<file path="src/rtl/omru_pkg.sv">
package omru_pkg;

	localparam int MASK_REGS = 8;
	localparam int MASK_W    = 16;
	localparam int IDX_W     = 3;
	localparam int CNT_W     = 8;
	localparam int ACT_W     = 4;
	localparam int RAM_AW    = (MASK_REGS > 1) ? $clog2(MASK_REGS) : 1;

	localparam int IN_W  = 40;
	localparam int OUT_W = 24;

	localparam logic [MASK_W-1:0] MASK_ALL  = 16'hffff;
	localparam logic [CNT_W-1:0]  MAX_SHIFT = 8'd15;
	localparam int                BYTE_BITS = 8;

	typedef enum logic [ACT_W-1:0] {
		ACT_AND    = 4'd0,
		ACT_ANDN   = 4'd1,
		ACT_OR     = 4'd2,
		ACT_XOR    = 4'd3,
		ACT_XNOR   = 4'd4,
		ACT_NOT    = 4'd5,
		ACT_MOVE   = 4'd6,
		ACT_LOAD   = 4'd7,
		ACT_STORE  = 4'd8,
		ACT_UNPACK = 4'd9,
		ACT_ORTEST = 4'd10,
		ACT_SHL    = 4'd11,
		ACT_SHR    = 4'd12
	} act_t;

	typedef struct packed {
		logic [MASK_W-1:0] load_word;
		logic [CNT_W-1:0]  shift_count;
		logic [IDX_W-1:0]  second_source;
		logic [IDX_W-1:0]  first_source;
		logic [IDX_W-1:0]  dest_index;
		logic [ACT_W-1:0]  action;
	} in_item_t;

	typedef struct packed {
		logic              carry_flag;
		logic              zero_flag;
		logic              flags_valid;
		logic [MASK_W-1:0] store_word;
		logic              store_valid;
		logic              ud_fault;
	} out_item_t;

	function automatic logic idx_in_range(input logic [IDX_W-1:0] idx);
		return {1'b0, idx} < (IDX_W + 1)'(MASK_REGS);
	endfunction

endpackage

</file>
<file path="src/rtl/omru_ram.sv">
module omru_ram #(
	parameter int WIDTH = 16,
	parameter int DEPTH = 8,
	parameter int AW    = (DEPTH > 1) ? $clog2(DEPTH) : 1
) (
	input  logic             clk,
	input  logic             we,
	input  logic [AW-1:0]    waddr,
	input  logic [WIDTH-1:0] wdata,
	input  logic             re,
	input  logic [AW-1:0]    raddr_a,
	input  logic [AW-1:0]    raddr_b,
	output logic [WIDTH-1:0] rdata_a,
	output logic [WIDTH-1:0] rdata_b
);

	logic [WIDTH-1:0] mem [DEPTH];

	always_ff @(posedge clk) begin
		if (we) begin
			mem[waddr] <= wdata;
		end
		if (re) begin
			rdata_a <= mem[raddr_a];
			rdata_b <= mem[raddr_b];
		end
	end

endmodule

</file>
<file path="src/rtl/opmask_register_unit.sv">
// opmask_register_unit: eight 16-bit mask registers with the word-size mask
// instructions (and, andn, or, xor, xnor, not, move, load, store, unpack,
// ortest, shift left, shift right).
// input channel s_*: one instruction item per handshake; tdata carries
// action, dest_index, first_source, second_source, shift_count, load_word.
// output channel m_*: exactly one result item per instruction, in order.
// config channel cfg_*: one-bit opmask enable, always ready; write it only
// while no instruction is in flight.
// path: execute register, then output register. throughput: one instruction
// per cycle while results are taken; a mask written by one instruction is
// forwarded to the next one with no bubble.
// the register file is a ram read at accept time with per-entry valid bits;
// a register never written since reset reads as zero.
// reset: all masks read as zero, opmask disabled (every item faults).
// stall: when m_tready is low the result holds; one more instruction is
// taken into the execute register, then s_tready drops until the result
// is taken.
module opmask_register_unit (
	input  logic                       clk,
	input  logic                       arst_n,
	input  logic                       cfg_valid,
	output logic                       cfg_ready,
	input  logic                       cfg_data,
	input  logic                       s_tvalid,
	output logic                       s_tready,
	// action[3:0] dest_index[6:4] first_source[9:7] second_source[12:10]
	// shift_count[20:13] load_word[36:21] zero[39:37]
	input  logic [omru_pkg::IN_W-1:0]  s_tdata,
	output logic                       m_tvalid,
	input  logic                       m_tready,
	// ud_fault[0] store_valid[1] store_word[17:2] flags_valid[18]
	// zero_flag[19] carry_flag[20] zero[23:21]
	output logic [omru_pkg::OUT_W-1:0] m_tdata
);
	import omru_pkg::*;

	localparam int ITEM_IN_W  = $bits(in_item_t);
	localparam int ITEM_OUT_W = $bits(out_item_t);

	logic              enabled_q;
	logic              valid_s1;
	in_item_t          item_s1;
	logic              a_ok_s1, b_ok_s1, a_byp_s1, b_byp_s1;
	logic [MASK_W-1:0] byp_data_s1;
	logic [MASK_REGS-1:0] vld_q;
	out_item_t         out_q;

	in_item_t          in_item;
	logic              s_accept, advance;
	logic              wr_en;
	logic [MASK_W-1:0] wr_data;
	logic [MASK_W-1:0] ram_a, ram_b, a_val, b_val, or_val;
	logic              writes;
	out_item_t         res;
	act_t              act;

	assign cfg_ready = 1'b1;
	assign in_item   = in_item_t'(s_tdata[ITEM_IN_W-1:0]);
	assign advance   = valid_s1 && (!m_tvalid || m_tready);
	assign s_tready  = !valid_s1 || advance;
	assign s_accept  = s_tvalid && s_tready;
	assign act       = act_t'(item_s1.action);

	omru_ram #(.WIDTH(MASK_W), .DEPTH(MASK_REGS), .AW(RAM_AW)) u_ram (
		.clk     (clk),
		.we      (wr_en),
		.waddr   (item_s1.dest_index[RAM_AW-1:0]),
		.wdata   (wr_data),
		.re      (s_accept),
		.raddr_a (in_item.first_source[RAM_AW-1:0]),
		.raddr_b (in_item.second_source[RAM_AW-1:0]),
		.rdata_a (ram_a),
		.rdata_b (ram_b)
	);

	// operand select: out of range or never written reads zero, forwarding first
	assign a_val  = !a_ok_s1 ? '0 : (a_byp_s1 ? byp_data_s1 : ram_a);
	assign b_val  = !b_ok_s1 ? '0 : (b_byp_s1 ? byp_data_s1 : ram_b);
	assign or_val = a_val | b_val;

	always_comb begin
		res     = '0;
		wr_data = '0;
		writes  = 1'b0;
		if (!enabled_q) begin
			res.ud_fault = 1'b1;
		end else begin
			case (act)
				ACT_AND: begin
					writes  = 1'b1;
					wr_data = a_val & b_val;
				end
				ACT_ANDN: begin
					writes  = 1'b1;
					wr_data = ~a_val & b_val;
				end
				ACT_OR: begin
					writes  = 1'b1;
					wr_data = or_val;
				end
				ACT_XOR: begin
					writes  = 1'b1;
					wr_data = a_val ^ b_val;
				end
				ACT_XNOR: begin
					writes  = 1'b1;
					wr_data = ~(a_val ^ b_val);
				end
				ACT_NOT: begin
					writes  = 1'b1;
					wr_data = ~a_val;
				end
				ACT_MOVE: begin
					writes  = 1'b1;
					wr_data = a_val;
				end
				ACT_LOAD: begin
					writes  = 1'b1;
					wr_data = item_s1.load_word;
				end
				ACT_STORE: begin
					res.store_valid = 1'b1;
					res.store_word  = a_val;
				end
				ACT_UNPACK: begin
					writes  = 1'b1;
					wr_data = {a_val[BYTE_BITS-1:0], b_val[BYTE_BITS-1:0]};
				end
				ACT_ORTEST: begin
					res.flags_valid = 1'b1;
					res.zero_flag   = (or_val == '0);
					res.carry_flag  = (or_val == MASK_ALL);
				end
				ACT_SHL: begin
					writes  = 1'b1;
					wr_data = (item_s1.shift_count <= MAX_SHIFT) ?
						(a_val << item_s1.shift_count[3:0]) : '0;
				end
				ACT_SHR: begin
					writes  = 1'b1;
					wr_data = (item_s1.shift_count <= MAX_SHIFT) ?
						(a_val >> item_s1.shift_count[3:0]) : '0;
				end
				default: begin
					writes = 1'b0;
				end
			endcase
		end
	end

	assign wr_en = advance && writes && idx_in_range(item_s1.dest_index);

	always_ff @(posedge clk or negedge arst_n) begin
		if (!arst_n) begin
			enabled_q <= 1'b0;
			valid_s1  <= 1'b0;
			m_tvalid  <= 1'b0;
			vld_q     <= '0;
		end else begin
			if (cfg_valid && cfg_ready) begin
				enabled_q <= cfg_data;
			end
			if (s_accept) begin
				valid_s1 <= 1'b1;
			end else if (advance) begin
				valid_s1 <= 1'b0;
			end
			if (advance) begin
				m_tvalid <= 1'b1;
			end else if (m_tready) begin
				m_tvalid <= 1'b0;
			end
			if (wr_en) begin
				vld_q[item_s1.dest_index[RAM_AW-1:0]] <= 1'b1;
			end
		end
	end

	// payload, operand validity and forwarding from the item retiring now
	always_ff @(posedge clk) begin
		if (s_accept) begin
			item_s1     <= in_item;
			byp_data_s1 <= wr_data;
			a_byp_s1    <= wr_en && (item_s1.dest_index == in_item.first_source);
			b_byp_s1    <= wr_en && (item_s1.dest_index == in_item.second_source);
			a_ok_s1     <= idx_in_range(in_item.first_source) &&
				(vld_q[in_item.first_source[RAM_AW-1:0]] ||
				(wr_en && (item_s1.dest_index == in_item.first_source)));
			b_ok_s1     <= idx_in_range(in_item.second_source) &&
				(vld_q[in_item.second_source[RAM_AW-1:0]] ||
				(wr_en && (item_s1.dest_index == in_item.second_source)));
		end
		if (advance) begin
			out_q <= res;
		end
	end

	assign m_tdata = {(OUT_W - ITEM_OUT_W)'(0), out_q};

`ifndef SYNTH
	a_fault_alone: assert property (@(posedge clk) disable iff (!arst_n)
		m_tvalid && out_q.ud_fault |-> (out_q.store_valid == 1'b0) &&
		(out_q.flags_valid == 1'b0) && (out_q.store_word == '0))
		else $error("fault result carries other fields");

	a_one_kind: assert property (@(posedge clk) disable iff (!arst_n)
		m_tvalid |-> !(out_q.store_valid && out_q.flags_valid))
		else $error("store and flags in one result");

	a_flags_excl: assert property (@(posedge clk) disable iff (!arst_n)
		m_tvalid |-> !(out_q.zero_flag && out_q.carry_flag))
		else $error("zero and carry flags both set");

	a_stall_only: assert property (@(posedge clk) disable iff (!arst_n)
		!s_tready |-> valid_s1 && m_tvalid && !m_tready)
		else $error("input blocked without a stalled result");

	a_no_write_disabled: assert property (@(posedge clk) disable iff (!arst_n)
		wr_en |-> enabled_q && advance)
		else $error("mask written while disabled or not retiring");
`endif

endmodule

</file>
<file path="config.mk">
export PLATFORM = sky130hd
export DESIGN_NAME = opmask_register_unit
export DESIGN_NICKNAME = d
export VERILOG_FILES = /design/src/rtl/omru_pkg.sv /design/src/rtl/omru_ram.sv /design/src/rtl/opmask_register_unit.sv
export SDC_FILE = /design/constraint.sdc
export NUM_CORES = 1
export LEC_CHECK = 0
export BUFFER_PORTS_ARGS = -buffer_cell sky130_fd_sc_hd__buf_2
export CORE_UTILIZATION = 56
export DETAILED_ROUTE_END_ITERATION = 8
export GPL_ROUTABILITY_DRIVEN = 0
export PLACE_DENSITY = 0.85
export SYNTH_ARGS = -nofsm -noshare
export SYNTH_HDL_FRONTEND = slang
export SYNTH_HIERARCHICAL = 1
export SYNTH_SLANG_ARGS = --single-unit
</file>
<file path="constraint.sdc">
create_clock -name clk -period 3.21 [get_ports clk]
set_input_delay 0.1605 -clock clk [delete_from_list [all_inputs] [get_ports clk]]
set_output_delay 0.1605 -clock clk [all_outputs]
set_load 0.01 [all_outputs]
</file>
==> impl_metrics.toml <==
[outcome]
status = "finished, violations left"
violations = "design-rule violations"

[critical_path]
path_cells = "buf_12 > buf_12 > clkinv_1 > nand2_1 > a31oi_1 > o22ai_1 > nor2_1 > o32ai_1"
cp_common_cell = "buf_12"
critPathMaxFanout = 24
crit_type = "flop to flop"
crit_family = "compound AO/OA/AOI/OAI gates"
start_kind = "flop"
endpoint_kind = "flop"
cp.buffers_inverters = 3
crit_slowest_cell = "o32ai_1"
cp_data_required_time_ns = 3.39
max_stage_delay_ns = 0.93
arrival_ns = 3.31

[logic_synthesis]
synthCells = 1053
avgSynthCellArea_um2 = 13.5
syn-cell-area_um2 = 14200
synthTopCellsByArea = "edfxtp_1 (49%), mux4_1 (11%), mux2_2 (4.8%), mux4_2 (4.4%), mux2i_1 (2.3%)"
synth.distinct_cells = 78
synth_flop_cell = "edfxtp_1"
ys_warn_count = 6
synth_edf_count = 232
synthArstFlopShare_pct = 4.53
synth_seq_cells = 243
synth_top_area_cell = "edfxtp_1"
ys_seq_area_share_pct = 51.1
yosys.area.top_type_share_pct = 49.2

[floorplan]
core_um2 = 24600
die_w_um = 161
initial_core_util_pct = 57.6
row_count = 57
die_area_um2 = 25900
die_h_um = 161
io_pins = 73

[timing]
holdWs_ns = 0.0513
slew_viol_final = 0
fin_crit_sh_pct = 97.5
worstMarginPinSlew_ns = 1.22
fin_tns_setup_ns = 0
fmax_mhz = 319
hold_viol = 0
clock_skew_ns = 0.0153
period_minus_slack_ns = 3.13
rsz0062_at_grt = "no"
fin_ws_ns = 0.0798
setup_violations = 0
relSlewSlack_pct = 18.2

[global_routing]
antenna_found_initial = 0
grt_pass1_vias = 10500
grt_util_all_layers_pct = 30.4
grt.overflow.total = 0
grt_pass1_wl_mm = 59.8
grt_max_degree = 84

[clock_network]
numClockSinks = 243
cts_setup_buffers = 0
path_clk_slew_ns = 0.06
clockBufferDepth = 3
cts_tree = "yes"
insertion_delay_ns = 0.54
cts_inserted_buffers = 26
clock-root-buffer = "clkbuf_16"
h-tree-depth = 1

[placement]
place_ws_ns = 0.170
post-dp-hpwl_mm = 25.5
portBuffers = 65
dp_cells = 1439

[min_path]
min-delay-path-class = "input port to asynchronous set/reset pin"

[power_and_ir_drop]
p_leak_nw = 5.80
total_power_w = 0.00801
power_density_nw_per_um2 = 490
worst_ir_drop_vdd_mv = 0.343

[routing]
ant_nets = 0
wirelength_mm = 38.9
drcViolationCount = 1
vias = 10800
wl_per_cell_um = 25.5
drt_first_pass_iters = 9
viasPerCell = 7.07
drt_iter0_drc = 1822

[job]
drv_cap = 0

[finish]
diodes = 0
area_growth_syn_to_layout_pct = 15.3
final_nets = 1242
layout-drive-gt1-share_pct = 24.2
layout_common_cells = "edfxtp_1 (232), nor2_1 (87), buf_4 (69), nand2_1 (67), buf_2 (65)"
final_cell_count_no_fill = 1522
final_common_cell = "edfxtp_1"
[flip-flops by register name, indices dropped and copies added, names as in the netlist]
signal / flops
a_ok_s1: 1
u_ram/rdata_a: 16
u_ram/mem: 128
item_s1: 27
m_tvalid: 1
valid_s1: 1
b_byp_s1: 1
a_byp_s1: 1
m_tdata: 21
b_ok_s1: 1
byp_data_s1: 16
act: 4
vld_q: 8
u_ram/rdata_b: 16
enabled_q: 1
[report_power, final]
| group | switching [W] | internal, W |
|---|---|---|
| Combinational | 0.000798 | 0.000638 |
| Sequential | 0.000140 | 0.00365 |
| Clock | 0.00118 | 0.00161 |
| Total | 0.00212 | 0.00589 |
[synthesized netlist by cell type (all sizes together), types with 21 or more instances]
master,count
clkbuf,28
edfxtp,232
nor2,88
mux2i,33
nand2b,26
o21ai,32
nand2,67
nand3,21
mux2,60
buf,55
mux4,90
o22ai,27
a21oi,52
[what timing repair did]
item                                    in CTS  in global routing
endpoints found under the hold margin       45                  0
hold buffers                                37                  0
endpoints found under the setup margin       0                 44
gates resized for setup                      0                  6
[kinds of logic (layout without fill, tap and decap cells)]
group / count (synthesis) / in the layout / synth area share [%]
muxes: 183 / 183 / 23.0
AOI/OAI and AO/OA: 219 / 219 / 10.5
and+or+nand+nor: 285 / 285 / 9.76
DFF: 243 / 243 / 51.1
adders and majority gates: 16 / 16 / 1.41
other: 2 / 4 / 0.0530
xor gates and xnor gates: 7 / 7 / 0.433
buffers and inverters: 98 / 241 / 3.71
[per-stage QoR]
stage               util, %  area (um^2)
CTS                    66.3        16300
global placement       61.6        15200
finish                 66.4        16300
detailed placement     61.6        15200
floorplan                 -        14200
global route           66.4        16300
[routing by layer]
layer / global-route usage (%) / routed length, um / share of wire (%) / vias to the layer above
met5: 0 / 0 / 0 / -
met4: 15.1 / 2160 / 5.6 / 0
met3: 7.04 / 4530 / 12 / 217
met2: 48.9 / 18300 / 47 / 879
met1: 38.9 / 13900 / 36 / 5145
li1: - / - / - / 4526
[path summary, 6_finish.rpt]
| kind | slack, ns | endpoint | cells after the start | start |
|---|---|---|---|---|
| max | 0.08 | u_ram/mem[1][15] | 8 | item_s1[14] |
| min | 0.05 | vld_q[3] | 2 | arst_n |
| max reg2reg | 0.08 | u_ram/mem[1][15] | 8 | item_s1[14] |
| min reg2reg | 0.48 | vld_q[0] | 1 | vld_q[0] |
| max in group asynchronous | 2.94 | m_tvalid | 2 | arst_n |
| min in group clk | 0.33 | item_s1[6] | 2 | s_tdata[6] |
[cell type report]
class | instances | area (um^2)
clock inverters | 8 | 46.3
well taps | 324 | 405
multi-input cells | 714 | 6450
inverters | 15 | 56.3
repair buffers | 180 | 1390
flip-flops and latches | 243 | 7240
clock buffers | 38 | 747
fillers | 1634 | 8270
Power figures use the tool's default switching activity.
